[config.mk]
export PLATFORM = sky130hd
export DESIGN_NAME = gbi_blend
export DESIGN_NICKNAME = d
export VERILOG_FILES = /design/src/rtl/core/gbi_pkg.sv /design/src/rtl/core/gbi_blend.sv
export SDC_FILE = /design/constraint.sdc
export NUM_CORES = 2
export LEC_CHECK = 0
export ABC_CLOCK_PERIOD_IN_PS = 6600
export BUFFER_PORTS_ARGS = -buffer_cell sky130_fd_sc_hd__buf_2
export CELL_PAD_IN_SITES_DETAIL_PLACEMENT = 1
export CELL_PAD_IN_SITES_GLOBAL_PLACEMENT = 2
export CORE_ASPECT_RATIO = 0.9
export CORE_MARGIN = 5
export CORE_UTILIZATION = 44
export DETAILED_ROUTE_END_ITERATION = 7
export MAX_ROUTING_LAYER = met4
export PLACE_DENSITY_LB_ADDON = 0.1
export SLEW_MARGIN = 30
export SYNTH_ARGS = -nofsm -noshare
export SYNTH_HDL_FRONTEND = slang
export SYNTH_SLANG_ARGS = --single-unit
[constraint.sdc]
create_clock -name clk -period 6.6 [get_ports clk]
set_input_delay 0.66 -clock clk [delete_from_list [all_inputs] [get_ports clk]]
set_output_delay 0.66 -clock clk [all_outputs]
set_load 0.02 [all_outputs]
[src/rtl/core/gbi_pkg.sv]
// Shared types and constants of the grid bilinear interpolator.
// No dependencies; every module of the block imports it.
`default_nettype none

package gbi_pkg;

  // Opcode of an input beat
  localparam logic OP_LOAD  = 1'b0;
  localparam logic OP_QUERY = 1'b1;

  // Latitude offset: 90 degrees in units of 1/256 degree
  localparam int LAT_OFFSET = 23040;

  // Result queue depth and the width of counters that reach it
  localparam int OUT_DEPTH = 8;
  localparam int PTR_W     = $clog2(OUT_DEPTH);
  localparam int CRED_W    = PTR_W + 1;

  typedef enum logic [1:0] {
    KIND_POINT    = 2'd0,
    KIND_ROW_MEAN = 2'd1,
    KIND_COL_MEAN = 2'd2,
    KIND_BILINEAR = 2'd3
  } kind_t;

  typedef struct packed {
    logic               opcode;
    logic [9:0]         load_row;
    logic [10:0]        load_col;
    logic signed [31:0] load_depth;
    logic signed [15:0] query_lat;
    logic [16:0]        query_lon;
  } item_t;

  typedef struct packed {
    logic signed [31:0] depth_out;
    kind_t              result_kind;
  } result_t;

  // Decoded item handed from the index pipeline to the fetch sequencer
  typedef struct packed {
    logic  valid;
    logic  query;
    logic  wr_en;
    kind_t kind;
  } item_ctl_t;

  // Tag that travels with each memory read beat
  typedef struct packed {
    logic  valid;
    logic  row_last;
    logic  item_last;
    kind_t kind;
  } beat_ctl_t;

endpackage

`default_nettype wire

[src/rtl/core/gbi_blend.sv]
// Blend datapath and result queue: weights each read, sums rows, sums the item.
// Fed by gbi_fetch read beats; depends on gbi_pkg.
`default_nettype none

module gbi_blend #(
  parameter int STEP_FRAC_BITS = 6,
  localparam int F = STEP_FRAC_BITS
) (
  input  logic                clk,
  input  logic                rst,
  input  gbi_pkg::beat_ctl_t  bctl,
  input  logic [F:0]          wx,
  input  logic [F:0]          wy,
  input  logic signed [31:0]  rdata,
  input  logic                result_stall,
  output logic                result_valid,
  output gbi_pkg::result_t    result
);
  import gbi_pkg::*;

  localparam int PW = 33 + F;
  localparam int TW = 33 + 2 * F;

  // Weighted sample stage
  logic               p_valid;
  beat_ctl_t          p_ctl;
  logic [F:0]         p_wy;
  logic signed [PW-1:0] prod;

  // Row sum stage
  logic               row_open, rv, r_last;
  kind_t              r_kind;
  logic [F:0]         r_wy;
  logic signed [PW-1:0] rowacc, row_sum;

  // Row weight stage and item total
  logic               p2_valid, p2_last, tot_open, push;
  kind_t              p2_kind;
  logic signed [TW-1:0] p2, tot, tsum, shifted;

  // Result queue
  result_t            fifo [0:OUT_DEPTH-1];
  logic [PTR_W-1:0]   wr_ptr, rd_ptr;
  logic [CRED_W-1:0]  count;
  logic               pop;

  assign row_sum = row_open ? rowacc + prod : prod;
  assign tsum    = tot_open ? tot + p2 : p2;
  assign shifted = tsum >>> (2 * F);
  assign push    = p2_valid && p2_last;
  assign pop     = result_valid && !result_stall;

  // Hold control state of the pipeline and the queue
  always_ff @(posedge clk) begin
    if (rst) begin
      p_valid  <= 1'b0;
      row_open <= 1'b0;
      rv       <= 1'b0;
      p2_valid <= 1'b0;
      tot_open <= 1'b0;
      wr_ptr   <= '0;
      rd_ptr   <= '0;
      count    <= '0;
    end else begin
      p_valid  <= bctl.valid;
      rv       <= p_valid && p_ctl.row_last;
      p2_valid <= rv;
      if (p_valid) begin
        row_open <= !p_ctl.row_last;
      end
      if (p2_valid) begin
        tot_open <= !p2_last;
      end
      if (push) begin
        wr_ptr <= wr_ptr + PTR_W'(1);
      end
      if (pop) begin
        rd_ptr <= rd_ptr + PTR_W'(1);
      end
      count <= count + CRED_W'(push) - CRED_W'(pop);
    end
  end

  // Advance the arithmetic payload
  always_ff @(posedge clk) begin
    prod  <= PW'(rdata) * PW'($signed({1'b0, wx}));
    p_ctl <= bctl;
    p_wy  <= wy;
    if (p_valid) begin
      rowacc <= row_sum;
      r_wy   <= p_wy;
      r_last <= p_ctl.item_last;
      r_kind <= p_ctl.kind;
    end
    p2      <= TW'(rowacc) * TW'($signed({1'b0, r_wy}));
    p2_last <= r_last;
    p2_kind <= r_kind;
    if (p2_valid) begin
      tot <= tsum;
    end
    if (push) begin
      fifo[wr_ptr].depth_out   <= shifted[31:0];
      fifo[wr_ptr].result_kind <= p2_kind;
    end
  end

  assign result_valid = count != '0;
  assign result       = fifo[rd_ptr];

  // The last read beat of a query passes the weighted sample, row sum and row weight stages into the queue
  a_beat_to_push: assert property (@(posedge clk) disable iff (rst)
    bctl.valid && bctl.item_last |-> ##3 push)
    else $error("query result did not reach the queue");

  // The queue is never written while full
  a_no_overflow: assert property (@(posedge clk) disable iff (rst)
    !(push && count == CRED_W'(OUT_DEPTH)))
    else $error("result queue overflow");

endmodule

`default_nettype wire

==> impl_metrics.yaml <==
run_status:
  status: "complete, no violations"
synth:
  syn_area_um2: 37660
  synth_edf_count: 365
  yosysWarnings: 0
  synthesis.nets: 3983
  ys_seq_area_frac: 0.3522
  synth-seq-cells: 480
  syn_inst: 3316
  ys_types: 78
  async_flop_share: 0
  avgSynthCellArea_um2: 11.36
  synthFlopType: "edfxtp_1"
global_route:
  grt_pass1_vias: 27440
  grt_pass1_wl_um: 149400
  grt_usage: 0.2052
  antenna_found_initial: 0
  grt-ovfl-total: 0
  grt_max_degree: 69
drt:
  wl_per_cell_um: 19.71
  routed_wl_um: 89850
  drc: 0
  first_pass_iters: 5
  avgViaCountPerCell: 5.300
  drt_iter0_drc: 1070
  vias: 24160
  ant_nets: 0
sta:
  period_needed_ns: 5.996
  max-slew-margin-rel: 0.4209
  setup-tns-final_ns: 0
  worst_pin_slew_ns: 0.8613
  fin_ws_ns: 0.6044
  hold_slack_ns: 0.1367
  max_freq_mhz: 166.8
  hold_viol: 0
  period_share: 0.9084
  setup_violations: 0
  finClkSkew_ns: 0.03856
  rsz0062_at_grt: "no"
  final_max_slew_viol_count: 0
placement:
  post-place-cells: 4462
  dp_hpwl_um: 68420
  placed_area_um2: 39390
  numPortBuffers: 88
  gp_congestion: 0.8293
  place_ws_ns: 0.4829
layout:
  final_common_cell: "and2_1"
  drive_above_1_share: 0.1170
  antenna_cells: 0
  nNetsFinal: 4052
  fin_cells: 4559
  final_cell_mix: "458 x and2_1, 448 x inv_1, 365 x edfxtp_1, 359 x fa_1, 254 x ha_1"
  layout.area.seq_um2: 13270
  n_fill_cell: 9037
  utilization: 0.4863
  multi_input_area_um2: 22380
  area_delta_synth_final_pct: 9.343
  finish.instance_area_um2: 41180
cts:
  post_cts_buffers: 0
  tritoncts: "yes"
  hold_buffers: 0
  cts_max_level: 2
  clk_latency_ns: 0.62
  cts.sinks: 480
  numCtsBuffers: 53
  root_buffer: "clkbuf_16"
  clk_path_buf_depth: 3
  clkTransAtPathRegs_ns: 0.06
  post_cts_resize_count: 0
worst_setup_path:
  path_class: "reg2reg"
  worst_ep_arrival_time_ns: 6.51
  reg2regPathDepth: 18
  path_cells: "buf_4 > and2_1 > fa_1 > fa_1 > fa_1 > inv_1 > fa_1 > inv_1 > ha_1 > a21oi_1 > o21ai_0 > a2111oi_0 > o211ai_2 > a31oi_1 > o31a_1 > o31a_1 > a31oi_1 > xnor2_1"
  crit_top_cell: "fa_1"
  critPathCaptureType: "flip-flop"
  crit_slowest_cell: "edfxtp_1"
  crit_path_start_kind: "flip-flop"
  crit_fanout: 31
  required_ns: 7.12
  critPathMaxStageDelay_ns: 0.55
pwr:
  p_sw_mw: 9.498
  p_seq_frac: 0.212
  ir_worst_vdd_v: 0.0003699
  p_total_mw: 21.25
  p_leak_nw: 17.52
  p_int_mw: 11.75
  comb_power_share: 0.651
  clockPowerShare: 0.137
  power_density_nw_per_um2: 516.1
  swShare: 0.4469
floorplan:
  rows: 101
  die_h_um: 287.5
  die_w_um: 318.4
  initial_utilization: 0.4448
  die-area_um2: 91550
  io_pins: 89
  core-area_um2: 84670
min_path:
  hold_depth: 1
  hp-class: "in2reg"
flow_run:
  drv_cap: 0
## logic make-up (layout without fill, tap and decap cells)
kind of cell / after synthesis / count (layout) / synth area share
adders and majority gates: 613 / 613 / 0.2752
and+or+nand+nor: 877 / 877 / 0.1294
muxes: 172 / 172 / 0.07160
AOI/OAI and AO/OA: 476 / 476 / 0.08217
DFF: 480 / 480 / 0.3522
buffers and inverters: 549 / 659 / 0.05479
xor gates and xnor gates: 149 / 149 / 0.03465
## state kept, by name, summed over array words and instances (netlist names), 4 cells and up, named ones only
signal,count
tot,44
count,4
p_wy,7
p_ctl,4
p2,44
r_wy,7
fifo,272
rowacc,39
prod,39
## path summary, 6_finish.rpt
path / slack (ns) / start / to
worst max-delay path: 0.60 / r_wy[2] / p2[43]
worst min register to register: 0.35 / r_kind[0] / p2_kind[0]
worst min-delay path: 0.14 / bctl[3] / p_ctl[3]
worst max register to register: 0.60 / r_wy[2] / p2[43]
## synthesized netlist by cell type, types with 6 or more instances
master / count / area, um2
nand3_1: 30 / 150.1
nand2_1: 131 / 491.7
and3_1: 22 / 137.6
nand4_1: 17 / 106.4
clkbuf_1: 93 / 349.1
mux2_2: 99 / 1115
o21a_1: 22 / 165.2
o211ai_1: 8 / 60.06
inv_1: 448 / 1682
a31oi_1: 22 / 137.6
a21o_1: 80 / 600.6
or3_1: 8 / 50.05
and2_1: 458 / 2865
buf_1: 6 / 22.52
nor2b_1: 30 / 187.7
a21oi_1: 147 / 735.7
o21bai_1: 20 / 150.1
xnor2_1: 106 / 928.4
xor2_1: 43 / 376.6
dfxtp_1: 115 / 2302
o31ai_1: 7 / 52.55
a211oi_1: 11 / 82.58
o21ai_1: 8 / 40.04
a211o_1: 6 / 52.55
edfxtp_1: 365 / 10960
o21ai_0: 78 / 390.4
ha_1: 254 / 3178
fa_1: 359 / 7187
nand2b_1: 25 / 156.4
nor2_1: 96 / 360.4
mux4_2: 68 / 1531
nor3_1: 36 / 180.2
## worst max-delay path, delay by kind of cell (launching register included)
kind	cells	cell delay, ns
XOR/XNOR	1	0.23
flip-flops	1	0.55
AO/OA/AOI/OAI	8	2.07
AND/OR/NAND/NOR	1	0.22
buffers and inverters	3	0.49
adder cells (fa/ha/maj)	5	2.32
## layer usage
metal,wire length (um),vias to the layer above,GRT usage,part of all wire
li1,-,11350,-,-
met2,42520,321,0.3388,0.47
met1,43260,12390,0.2819,0.48
met5,0,-,-,0
met3,2502,97,0.02017,0.028
met4,1574,0,0.03898,0.018
## power groups by stage
| stage | combinational [mW] | sequential (mW) | clock, mW |
|---|---|---|---|
| floorplan | 10.6 | 4.34 | 0 |
| global placement | 13.6 | 4.60 | 0 |
| detailed placement | 13.9 | 4.61 | 0 |
| CTS | 14.0 | 4.55 | 3.02 |
| global route | 15.8 | 4.55 | 3.15 |
| finish | 13.8 | 4.50 | 2.91 |
## cell type report
class	count	share of cell area
Multi-Input combinational cell	2287	0.5435
Sequential cell	480	0.3223
Inverter	448	0.04084
Clock buffer	69	0.03668
Tap cell	1133	0.03443
Timing Repair Buffer	115	0.01620
Clock inverter	27	0.005986
No activity file was read; power rests on OpenSTA's default activity.
