### src/rtl/core/gbi_pkg.sv
// Shared types and constants of the grid bilinear interpolator.
// No dependencies; every module of the block imports it.
`default_nettype none

package gbi_pkg;

  // Opcode of an input beat
  localparam logic OP_LOAD  = 1'b0;
  localparam logic OP_QUERY = 1'b1;

  // Latitude offset: 90 degrees in units of 1/256 degree
  localparam int LAT_OFFSET = 23040;

  // Result queue depth and the width of counters that reach it
  localparam int OUT_DEPTH = 8;
  localparam int PTR_W     = $clog2(OUT_DEPTH);
  localparam int CRED_W    = PTR_W + 1;

  typedef enum logic [1:0] {
    KIND_POINT    = 2'd0,
    KIND_ROW_MEAN = 2'd1,
    KIND_COL_MEAN = 2'd2,
    KIND_BILINEAR = 2'd3
  } kind_t;

  typedef struct packed {
    logic               opcode;
    logic [9:0]         load_row;
    logic [10:0]        load_col;
    logic signed [31:0] load_depth;
    logic signed [15:0] query_lat;
    logic [16:0]        query_lon;
  } item_t;

  typedef struct packed {
    logic signed [31:0] depth_out;
    kind_t              result_kind;
  } result_t;

  // Decoded item handed from the index pipeline to the fetch sequencer
  typedef struct packed {
    logic  valid;
    logic  query;
    logic  wr_en;
    kind_t kind;
  } item_ctl_t;

  // Tag that travels with each memory read beat
  typedef struct packed {
    logic  valid;
    logic  row_last;
    logic  item_last;
    kind_t kind;
  } beat_ctl_t;

endpackage

`default_nettype wire

### src/rtl/core/gbi_index.sv
// Index pipeline: turns an input beat into row bases, column, fractions and kind.
// Three stages sharing one advance enable; depends on gbi_pkg.
`default_nettype none

module gbi_index #(
  parameter int GRID_ROWS      = 721,
  parameter int GRID_COLS      = 1440,
  parameter int STEP_FRAC_BITS = 6,
  localparam int RW = $clog2(GRID_ROWS),
  localparam int CW = $clog2(GRID_COLS),
  localparam int AW = $clog2(GRID_ROWS * GRID_COLS),
  localparam int F  = STEP_FRAC_BITS
) (
  input  logic                clk,
  input  logic                rst,
  input  logic                item_valid,
  output logic                item_stall,
  input  gbi_pkg::item_t      item,
  input  logic                take,
  output gbi_pkg::item_ctl_t  ctl,
  output logic [AW-1:0]       rb0,
  output logic [AW-1:0]       rb1,
  output logic [CW-1:0]       c0,
  output logic [F-1:0]        fx,
  output logic [F-1:0]        fy,
  output logic signed [31:0]  data
);
  import gbi_pkg::*;

  localparam int XW   = 17 - F;
  localparam int K    = XW + CW;
  localparam int MW   = XW + 2;
  localparam int MULW = RW + CW + 1;
  localparam int QW   = XW + MW;
  localparam int RCW  = XW + CW + 1;
  localparam int UMAX = (GRID_ROWS - 1) * (1 << F);
  localparam longint M_L = ((longint'(1) << K) + longint'(GRID_COLS) - 1) /
                           longint'(GRID_COLS);
  localparam logic [MW-1:0]  M_V     = MW'(M_L);
  localparam logic [CW:0]    COLS_V  = (CW + 1)'(GRID_COLS);
  localparam logic [RW-1:0]  ROW_TOP = RW'(GRID_ROWS - 1);
  localparam logic [31:0]    ROWS_U  = 32'(GRID_ROWS);
  localparam logic [31:0]    COLS_U  = 32'(GRID_COLS);

  logic adv;

  // Stage 1 combinational decode
  logic signed [17:0] u_s;
  logic [15:0]        uc;
  logic [RW-1:0]      r0_d, r1_d;
  logic [F-1:0]       fy_d, fx_d;
  kind_t              kind_d;
  logic               wr_ok_d;

  // Stage registers
  item_ctl_t          s1_ctl, s2_ctl;
  logic [RW-1:0]      s1_r0, s1_r1;
  logic [XW-1:0]      s1_x, s2_x, s2_q;
  logic [F-1:0]       s1_fx, s1_fy, s2_fx, s2_fy;
  logic [CW-1:0]      s1_lcol, s2_lcol;
  logic signed [31:0] s1_data, s2_data;
  logic [AW-1:0]      s2_rb0, s2_rb1;

  logic [QW-1:0]      q_prod;
  logic [RCW-1:0]     qc;
  logic [XW-1:0]      rem;

  // Advance all stages when the last one is empty or handed off
  assign adv        = !ctl.valid || take;
  assign item_stall = !adv;

  // Offset and clamp the latitude, split positions into index and fraction
  always_comb begin
    u_s = 18'(item.query_lat) + 18'(LAT_OFFSET);
    if (u_s < 18'sd0) begin
      uc = '0;
    end else if (32'(u_s) > UMAX) begin
      uc = 16'(UMAX);
    end else begin
      uc = 16'(u_s);
    end
    fy_d = uc[F-1:0];
    fx_d = item.query_lon[F-1:0];
    if (item.opcode == OP_QUERY) begin
      r0_d = RW'(32'(uc) >> F);
    end else begin
      r0_d = RW'(item.load_row);
    end
    r1_d = (r0_d == ROW_TOP || item.opcode == OP_LOAD) ? r0_d : r0_d + RW'(1);
    if (fy_d == '0 && fx_d == '0) begin
      kind_d = KIND_POINT;
    end else if (fy_d == '0) begin
      kind_d = KIND_ROW_MEAN;
    end else if (fx_d == '0) begin
      kind_d = KIND_COL_MEAN;
    end else begin
      kind_d = KIND_BILINEAR;
    end
    wr_ok_d = (32'(item.load_row) < ROWS_U) && (32'(item.load_col) < COLS_U);
  end

  // Column quotient and remainder by reciprocal multiplication
  assign q_prod = QW'(s1_x) * QW'(M_V);
  assign qc     = RCW'(s2_q) * RCW'(COLS_V);
  assign rem    = s2_x - qc[XW-1:0];

  // Hold control state
  always_ff @(posedge clk) begin
    if (rst) begin
      s1_ctl <= '0;
      s2_ctl <= '0;
      ctl    <= '0;
    end else if (adv) begin
      s1_ctl.valid <= item_valid;
      s1_ctl.query <= (item.opcode == OP_QUERY);
      s1_ctl.wr_en <= wr_ok_d;
      s1_ctl.kind  <= kind_d;
      s2_ctl       <= s1_ctl;
      ctl          <= s2_ctl;
    end
  end

  // Advance payload
  always_ff @(posedge clk) begin
    if (adv) begin
      s1_r0   <= r0_d;
      s1_r1   <= r1_d;
      s1_x    <= item.query_lon[16:F];
      s1_fx   <= fx_d;
      s1_fy   <= fy_d;
      s1_lcol <= CW'(item.load_col);
      s1_data <= item.load_depth;

      s2_rb0  <= AW'(MULW'(s1_r0) * MULW'(COLS_V));
      s2_rb1  <= AW'(MULW'(s1_r1) * MULW'(COLS_V));
      s2_q    <= XW'(q_prod >> K);
      s2_x    <= s1_x;
      s2_fx   <= s1_fx;
      s2_fy   <= s1_fy;
      s2_lcol <= s1_lcol;
      s2_data <= s1_data;

      rb0  <= s2_rb0;
      rb1  <= s2_rb1;
      c0   <= s2_ctl.query ? CW'(rem) : s2_lcol;
      fx   <= s2_fx;
      fy   <= s2_fy;
      data <= s2_data;
    end
  end

endmodule

`default_nettype wire

### config.mk
export PLATFORM = sky130hd
export DESIGN_NAME = gbi_index
export DESIGN_NICKNAME = d
export VERILOG_FILES = /design/src/rtl/core/gbi_pkg.sv /design/src/rtl/core/gbi_index.sv
export SDC_FILE = /design/constraint.sdc
export NUM_CORES = 1
export LEC_CHECK = 0
export ABC_AREA = 1
export BUFFER_PORTS_ARGS = -buffer_cell sky130_fd_sc_hd__buf_2
export CORE_MARGIN = 2
export CORE_UTILIZATION = 54
export CTS_BUF_LIST = sky130_fd_sc_hd__clkbuf_4 sky130_fd_sc_hd__clkbuf_8
export DETAILED_ROUTE_END_ITERATION = 6
export PLACE_DENSITY = 0.84
export RECOVER_POWER = 50
export SYNTH_ARGS = -nofsm -noshare
export SYNTH_HDL_FRONTEND = slang
export SYNTH_SLANG_ARGS = --single-unit
### constraint.sdc
create_clock -name clk -period 9.4 [get_ports clk]
set_input_delay 0.47 -clock clk [delete_from_list [all_inputs] [get_ports clk]]
set_output_delay 0.47 -clock clk [all_outputs]
set_load 0.05 [all_outputs]
==> results of run 1 <==
-- power breakdown --
part | internal [mW] | total, mW | switching, mW
clock | 0.585 | 1.04 | 0.452
combinational | 0.455 | 1.38 | 0.929
sequential | 1.66 | 1.73 | 0.0675
-- cell families after synthesis --
family | after synthesis | share of synthesized area (%)
DFF | 283 | 62.2
and+or+nand+nor | 206 | 6.74
buffers and inverters | 205 | 6.13
adders and majority gates | 177 | 19.6
AOI/OAI and AO/OA | 81 | 3.30
xor gates and xnor gates | 32 | 2.09
other | 1 | 0.0279
-- Yosys cell counts (all sizes together) --
cell type | n | area, sq um
fa | 55 | 1100
clkinv | 3 | 12.5
nand3 | 17 | 103
nand2 | 114 | 480
o211ai | 1 | 7.51
dfxtp | 15 | 300
nand4 | 2 | 12.5
nor2 | 63 | 254
inv | 186 | 698
o31ai | 4 | 30.0
or2 | 1 | 6.26
nor4 | 2 | 12.5
nand3b | 1 | 7.51
edfxtp | 268 | 8050
a211oi | 2 | 15.0
a21oi | 35 | 179
clkbuf | 4 | 15.0
nor3 | 6 | 30.0
o21ai | 34 | 170
xnor2 | 10 | 87.6
conb | 1 | 3.75
buf | 12 | 97.6
ha | 122 | 1530
o41ai | 1 | 8.76
xor2 | 22 | 193
o21bai | 2 | 15.0
o211a | 1 | 10.0
a21o | 1 | 7.51
-- per-layer routing --
| layer | GRT usage [%] | vias up | share of wire [%] |
|---|---|---|---|
| met2 | 32.7 | 247 | 49 |
| met1 | 23.8 | 3634 | 41 |
| met3 | 4.39 | 52 | 6.8 |
| met4 | 6.56 | 2 | 2.8 |
| met5 | 0 | - | 0.053 |
| li1 | - | 3758 | - |
-- state kept, by name (all words and copies together), names as in the netlist, 10 cells and up --
register	cells
s2_data	32
s2_x	11
s1_x	11
s2_rb1	15
s1_lcol	11
rb1	15
s1_r1	10
c0	11
rb0	15
s1_data	32
s2_rb0	15
s2_lcol	11
s1_r0	10
data	32
-- cell type report --
cell class | instances | share of cell area, %
Clock inverter | 14 | 0.875
Sequential cell | 283 | 54.0
Clock buffer | 63 | 4.96
Antenna cell | 3 | 0.0486
Inverter | 189 | 4.65
Multi-Input combinational cell | 506 | 27.7
Tap cell | 324 | 2.62
Timing Repair Buffer | 183 | 5.12
-- through the flow --
stage | cell area, sq um | worst slack [ns] | power, mW
after global routing | 15400 | 5.05 | 4.44
after global placement | 14700 | 5.39 | 3.09
after CTS | 15600 | 5.25 | 4.22
after detailed placement | 14700 | 5.26 | 3.16
after floorplan | 13500 | 0.427 | 2.84
final | 15400 | 5.24 | 4.15
-- path summary, 6_finish.rpt --
check / slack (ns) / cells past startpoint / to
max reg2reg: 5.24 / 15 / s2_q[0]$_DFFE_PN_
min: 0.08 / 1 / s1_x[10]$_DFFE_PN_
max: 5.24 / 15 / s2_q[0]$_DFFE_PN_
min reg2reg: 0.41 / 0 / rb0[14]$_DFFE_PN_
-- critical path, delay by kind of cell, from the launching register on --
kind	cells	cell delay (ns)
compound gates	3	0.43
xor+xnor	1	0.18
flops	1	0.45
simple gates	2	0.17
buf+inv	3	0.13
fa+ha+maj	6	2.53
==> impl_metrics.tcl, run 1 <==
set metrics [dict create \
    route.detailed.drc 0 \
    tns_ns 0 \
    fin_worst_skew_ns 0.0302 \
    cts_setup_buffers 0 \
    finalHoldViolations 0 \
    setup.worst_path.start "s1_x[2]$_DFFE_PN_" \
    critPathArrivalTime_ns 4.45 \
    synth_area_per_cell_sq_um 13.6 \
    regToRegStartpoint "s1_x[2]$_DFFE_PN_" \
    tightest_slew_ns 1.27 \
    maxSlewHeadroom_pct 15.4 \
    grt_max_degree 125 \
    die_w_um 162 \
    hp-class "input pin to flop" \
    regArea_sq_um 8350 \
    fin_hold_ws_ns 0.0786 \
    ys_types 39 \
    rsz0062_at_grt "no" \
    placed_cells 1485 \
    ys_seq_area_share_pct 62.2 \
    cts.repair.resized 0 \
    clock-root-buffer "clkbuf_8" \
    ant_nets 0 \
    max_clock_freq_mhz 240 \
    layout_common_cells "edfxtp_1 (268), inv_1 (184), ha_1 (122)" \
    crit_slowest_cell "fa_1" \
    hp-start "item[16]" \
    fillers 1920 \
    grt_pass1_wl_um 38600 \
    vias 7693 \
    num_io_pins 192 \
    multiInputGateArea_sq_um 4280 \
    worstPathRequired_ns 9.69 \
    cp_cell_sequence "ha_1 -> fa_1 -> ha_1 -> fa_1 -> inv_1 -> fa_1 -> inv_1 -> ha_1 -> nand2_1 -> inv_1 -> nand4_1 -> o211ai_1 -> a21oi_1 -> o21ai_0 -> xor2_1" \
    holdBufCountCts 0 \
    first_pass_iters 5 \
    instances_no_fill 1565 \
    clk_latency_ns 0.56 \
    synthesis.area_sq_um 13400 \
    vdd_drop_max_uv 177 \
    die_h_um 162 \
    leakagePower_nw 7.01 \
    clockBufferDepth 3 \
    detailed_place_hpwl_um 18300 \
    nNetsFinal 1475 \
    io_buffer_count 181 \
    final_common_cell "edfxtp_1" \
    wirelength_um 24300 \
    cts_tree "built" \
    dieArea_sq_um 26200 \
    cts_inserted_buffers 44 \
    period_minus_slack_ns 4.16 \
    period_share_pct 44.2 \
    drive_gt1_share_pct 13.8 \
    setup_violations 0 \
    core-area_sq_um 24400 \
    num_rows 57 \
    syn_inst 985 \
    first_iter_violations 423 \
    grt_pass1_vias 7881 \
    ys_ff_latch 283 \
    fin_util_pct 63.3 \
    htreeDepth 2 \
    yosysWarnings 0 \
    grt_overflow 0 \
    grt_antenna_before_repair 3 \
    outcome "finished, final reports clean" \
    initial_core_util_pct 55.1 \
    vias_per_cell 4.92 \
    start_kind "flop" \
    clk_transition_reported_paths_ns 0.06 \
    drv_cap 0 \
    gp_congestion 0.914 \
    crit_type "flop to flop" \
    crit_path_max_fanout 4 \
    p_per_area_nw_per_um2 269 \
    endpoint_kind "flop" \
    drv_slew 0 \
    clkSinkCount 283 \
    wire_per_inst_um 15.5 \
    grt.total_usage_pct 19.0 \
    synthToLayoutAreaGrowth_pct 15.0 \
    max_stage_delay_ns 0.54 \
]
Note: power is estimated with default switching activity, not from simulation.
==> run 2: changes to the inputs <==
Clock period 9.4 ns to 3.35 ns, I/O delays scaled along.
==> run 2 against run 1 <==
Compared with the run above: the flow now finishes with violations (capacitance limit, slew limit, setup timing); critical endpoint unchanged; final cell count rose by 11%; critical path type unchanged; via count rose by 13%; worst setup slack got worse by 5.8 ns; fmax rose by 6.9%.
==> impl_metrics.tcl, run 2 (same netlist as run 1, synthesis figures left out) <==
set metrics [dict create \
    dieArea_sq_um 26200 \
    endpoint_kind "flop" \
    crit_slowest_cell "edfxtp_1" \
    route.detailed.drc 0 \
    ant_nets 0 \
    clkSinkCount 283 \
    fin_worst_skew_ns 0.0192 \
    drive_gt1_share_pct 23.8 \
    grt_overflow 0 \
    hp-class "input pin to flop" \
    num_rows 57 \
    die_w_um 162 \
    first_iter_violations 550 \
    period_minus_slack_ns 3.89 \
    p_per_area_nw_per_um2 784 \
    wire_per_inst_um 17.1 \
    clockBufferDepth 3 \
    wl_met1_um 11300 \
    clock-root-buffer "clkbuf_8" \
    dp_worst_setup_slack_ns -0.577 \
    tightest_slew_ns 1.66 \
    worstPathRequired_ns 3.65 \
    drv_slew 138 \
    first_pass_iters 7 \
    path_buf_inv 3 \
    clk_latency_ns 0.55 \
    critical_path.most_common_cell "fa_1" \
    maxSlewHeadroom_pct -10.9 \
    start_kind "flop" \
    synthToLayoutAreaGrowth_pct 29.7 \
    period_share_pct 116 \
    crit_family "adder cells" \
    leakagePower_nw 7.77 \
    p_sw_mw 4.88 \
    grt_pass1_wl_um 45200 \
    fillers 1636 \
    wl_met3_um 1750 \
    vdd_drop_max_uv 562 \
    reg_top3 "data x32, s1_data x32, s2_data x32" \
    grt_max_degree 139 \
    clk_transition_reported_paths_ns 0.07 \
    final_common_cell "edfxtp_1" \
    grt_antenna_before_repair 5 \
    cts_inserted_buffers 44 \
    cts_tree "built" \
    rsz0062_at_grt "yes" \
    layout_common_cells "edfxtp_1 (268), inv_1 (164), clkbuf_1 (123)" \
    num_io_pins 192 \
    p_total_mw 13.7 \
    crit_path_max_fanout 4 \
    cp_cell_sequence "ha_4 -> fa_1 -> ha_1 -> fa_1 -> inv_1 -> fa_1 -> inv_1 -> ha_1 -> nand2_2 -> inv_2 -> nand4_1 -> o211ai_1 -> a21oi_1 -> o21ai_1 -> xor2_1" \
    top_layer "met5" \
    setup_violations 8 \
    p_int_mw 8.77 \
    grt.total_usage_pct 22.1 \
    initial_core_util_pct 55.1 \
    htreeDepth 2 \
    grt_pass1_vias 9258 \
    die_h_um 162 \
    setup_slack_ns -0.539 \
    nNetsFinal 1647 \
    power_frac_seq_pct 35.6 \
    critPathArrivalTime_ns 4.19 \
    core-area_sq_um 24400 \
    failed_checks "capacitance limit, slew limit, setup timing" \
    fin_hold_ws_ns 0.0339 \
    wirelength_um 29800 \
    max_stage_delay_ns 0.51 \
    crit_type "flop to flop" \
    detailed_place_hpwl_um 18800 \
    clockPowerShare_pct 23.1 \
    comb_power_share_pct 41.3 \
    vias_per_cell 5.00 \
    finalHoldViolations 0 \
    outcome "finished with violations" \
    wl_met2_um 15500 \
    drv_cap 1 \
    p_sw_share_pct 35.8 \
    io_buffer_count 181 \
    max_clock_freq_mhz 257 \
    vias 8702 \
    gp_congestion 0.900 \
]
[run 2: changes by cell type in the layout (fill, tap and decap cells not counted), sizes merged]
cell,before,now
dlygate4sd3,0,72
clkinv,12,13
buf,79,153
diode,3,2
bufinv,2,3
clkbuf,167,194
[run 2: area by class of cell]
class                   instances  area, sq um  area share (%)
clock inverters                16          171           0.984
inverters                     189          716            4.11
multi-input cells             506         4710            27.1
flip-flops and latches        283         8350            47.9
repair buffers                355         2250            12.9
diodes                          2         5.00          0.0287
clock buffers                  64          806            4.63
well taps                     324          405            2.33
[run 2: timing repair]
action,in CTS,in global routing
hold endpoints to repair,72,0
gates resized for setup,47,42
endpoints found under the setup margin,8,13
pin swaps,57,48
buffers inserted,31,15
hold buffers,72,0
[run 2: layer usage]
layer / global-route usage [%] / vias to the layer above
li1: - / 4097
met1: 25.8 / 4201
met2: 39.2 / 303
met3: 4.78 / 97
met4: 10.5 / 4
met5: 0 / -
[run 2: per-stage QoR]
step | cells | utilization, % | cell area (sq um) | TNS, ns
4_1_cts | 1731 | 71.4 | 17400 | -0.978
3_5_place_dp | 1548 | 62.5 | 15200 | -1.77
5_1_grt | 1739 | 71.4 | 17400 | -2.87
3_3_place_gp | 1548 | 62.5 | 15200 | -1.00
6_report | 1739 | 71.4 | 17400 | -1.77
2_1_floorplan | 994 | - | 13500 | -0.329
[run 2: final timing paths]
path                         from                 end  slack, ns  depth (start not counted)
max reg2reg     s1_x[3]$_DFFE_PN_   s2_q[0]$_DFFE_PN_      -0.54                         15
max             s1_x[3]$_DFFE_PN_   s2_q[0]$_DFFE_PN_      -0.54                         15
min reg2reg  s2_rb0[18]$_DFFE_PN_   rb0[18]$_DFFE_PN_       0.41                          0
min                      item[86]  s1_r1[0]$_DFFE_PN_       0.03                          2
[run 2: power by group through the flow]
stage               Combinational (mW)  Clock [mW]  Sequential (mW)
floorplan                         2.31           0             5.72
global placement                  4.25           0             4.87
detailed placement                4.48           0             4.90
CTS                               5.22        3.20             4.84
global route                      6.17        3.38             4.91
finish                            5.64        3.15             4.86
==> run 3: changes to the inputs <==
Settings changed: CORE_UTILIZATION 54 to 55, PLACE_DENSITY 0.84 to 0.77.
Clock period 3.35 ns to 4.1 ns, I/O delays scaled along.
==> run 3 against run 2 <==
Compared with the run above: the run ends with capacitance limit, slew limit left; flip-flop and latch count did not move; die area shrank 1.8%; critical path depth shrank 2; count of clock-buffer cells in the layout shrank 7; wire length down 17%; register-to-register slack improved by 0.62 ns; combinational power down 42%; clock power shrank 31%; first-iteration DRC count shrank 25%; largest cell class unchanged; highest routed layer unchanged.
==> impl_metrics.tcl, run 3 (same netlist as run 1, synthesis figures left out) <==
set metrics [dict create \
    outcome "finished with violations" \
    failed_checks "capacitance limit, slew limit" \
    maxSlewHeadroom_pct -70.7 \
    top_layer "met5" \
    num_rows 57 \
    route.detailed.drc 0 \
    first_iter_violations 412 \
    period_minus_slack_ns 4.02 \
    fillers 1837 \
    detailed_place_hpwl_um 17700 \
    leakagePower_nw 7.26 \
    hold_depth 3 \
    clk_transition_reported_paths_ns 0.06 \
    wirelength_um 24700 \
    grt_pass1_wl_um 39300 \
    grt_pass1_vias 8087 \
    cts_tree "built" \
    setup_violations 0 \
    clockBufferDepth 3 \
    fin_hold_ws_ns 0.0264 \
    hp-class "input pin to flop" \
    synthToLayoutAreaGrowth_pct 20.2 \
    critPathArrivalTime_ns 4.31 \
    grt_overflow 0 \
    endpoint_kind "flop" \
    crit_type "flop to flop" \
    clk_latency_ns 0.56 \
    wire_per_inst_um 15.1 \
    reg_top3 "data x32, s1_data x32, s2_data x32" \
    min_to "s1_r1[2]$_DFFE_PN_" \
    worstPathRequired_ns 4.40 \
    clkSinkCount 283 \
    layout_common_cells "edfxtp_1 (268), inv_1 (184), ha_1 (118)" \
    crit_path_max_fanout 5 \
    p_per_area_nw_per_um2 581 \
    drv_cap 1 \
    rr_endpoint "s2_q[0]$_DFFE_PN_" \
    tns_ns 0 \
    hp-start "item[78]" \
    drv_slew 131 \
    num_io_pins 192 \
    rsz0062_at_grt "yes" \
    fin_worst_skew_ns 0.0260 \
    wl_met2_um 12300 \
    die_w_um 160 \
    io_buffer_count 181 \
    grt_antenna_before_repair 2 \
    grt_max_degree 132 \
    finalHoldViolations 0 \
    ant_nets 0 \
    htreeDepth 2 \
    regToRegStartpoint "s1_x[10]$_DFFE_PN_" \
    vdd_drop_max_uv 349 \
    grt.total_usage_pct 19.4 \
    clock-root-buffer "clkbuf_8" \
    period_share_pct 98.0 \
    nNetsFinal 1552 \
    max_clock_freq_mhz 249 \
    start_kind "flop" \
    drive_gt1_share_pct 13.0 \
    dieArea_sq_um 25700 \
    initial_core_util_pct 55.6 \
    tightest_slew_ns 2.56 \
    core-area_sq_um 24200 \
    gp_congestion 0.881 \
    p_total_mw 9.39 \
    wl_met1_um 10400 \
    vias 7835 \
    wl_met3_um 1360 \
    final_common_cell "edfxtp_1" \
    die_h_um 160 \
    rr_worst_depth 13 \
    vias_per_cell 4.78 \
    first_pass_iters 5 \
    cts_inserted_buffers 45 \
    reg2reg_slack_ns 0.08 \
]
[run 3: changes by cell type in the layout (fill, tap and decap cells not counted), moves of 7 or more]
cell	delta
ha_1	+22
buf_4	-75
ha_4	-18
inv_1	+20
clkinv_1	+9
a21oi_1	+12
inv_2	-18
a21oi_2	-10
clkbuf_8	-7
o21ai_0	+9
clkbuf_1	-12
[run 3: how the worst max path moves through the flow]
stage / startpoint / to / cells after the start
floorplan: s1_x[2]$_DFFE_PN_ / s2_q[0]$_DFFE_PN_ / 15
global placement: s1_x[2]$_DFFE_PN_ / s2_q[0]$_DFFE_PN_ / 15
detailed placement: s1_x[2]$_DFFE_PN_ / s2_q[0]$_DFFE_PN_ / 15
CTS: s1_x[2]$_DFFE_PN_ / s2_q[0]$_DFFE_PN_ / 15
global route: s1_x[4]$_DFFE_PN_ / s2_q[0]$_DFFE_PN_ / 15
finish: s1_x[10]$_DFFE_PN_ / s2_q[0]$_DFFE_PN_ / 13
[run 3: routing by layer]
metal,global-route usage (%),up-vias
li1,-,3906
met1,24.4,3667
met2,33.3,209
met3,4.44,51
met4,7.04,2
met5,0,-
[run 3: repair_timing]
item / CTS / global route
gates resized for setup: 0 / 6
setup endpoints to repair: 0 / 3
hold buffers: 69 / 0
endpoints found under the hold margin: 70 / 0
setup buffers: 0 / 4
[run 3: area by class of cell]
class                      instances  area (sq um)  area share [%]
sequential                       283          8350            51.7
multi-input combinational        506          4340            26.9
timing repair buffer             259          1530            9.48
inverter                         189           711            4.40
clock buffer                      57           709            4.39
tap                              324           405            2.51
clock inverter                    20           103           0.635
antenna                            1          2.50          0.0155
[run 3: metrics by stage]
stage	std cells	cell area, sq um	utilization [%]	setup WS (ns)
floorplan	994	13500	-	0.273
global placement	1488	14700	60.9	0.0776
detailed placement	1488	14700	60.9	-0.00227
CTS	1634	16200	67.1	0.00242
global route	1639	16100	66.8	-0.0745
finish	1639	16100	66.8	0.0832
[run 3: power breakdown]
| part | switching, mW | internal, mW | leakage [nW] |
|---|---|---|---|
| Clock | 1.04 | 1.14 | 0.431 |
| Combinational | 2.14 | 1.11 | 3.86 |
| Sequential | 0.148 | 3.81 | 2.97 |
[run 3: critical path, cell delays in order, from the launching register on]
cell	delay, ns
edfxtp_1	0.49
ha_1	0.32
inv_1	0.08
fa_1	0.51
fa_1	0.53
fa_1	0.56
inv_1	0.05
ha_1	0.30
ha_1	0.31
a21oi_1	0.13
o31ai_1	0.08
a21oi_1	0.14
o21ai_0	0.11
xor2_1	0.16
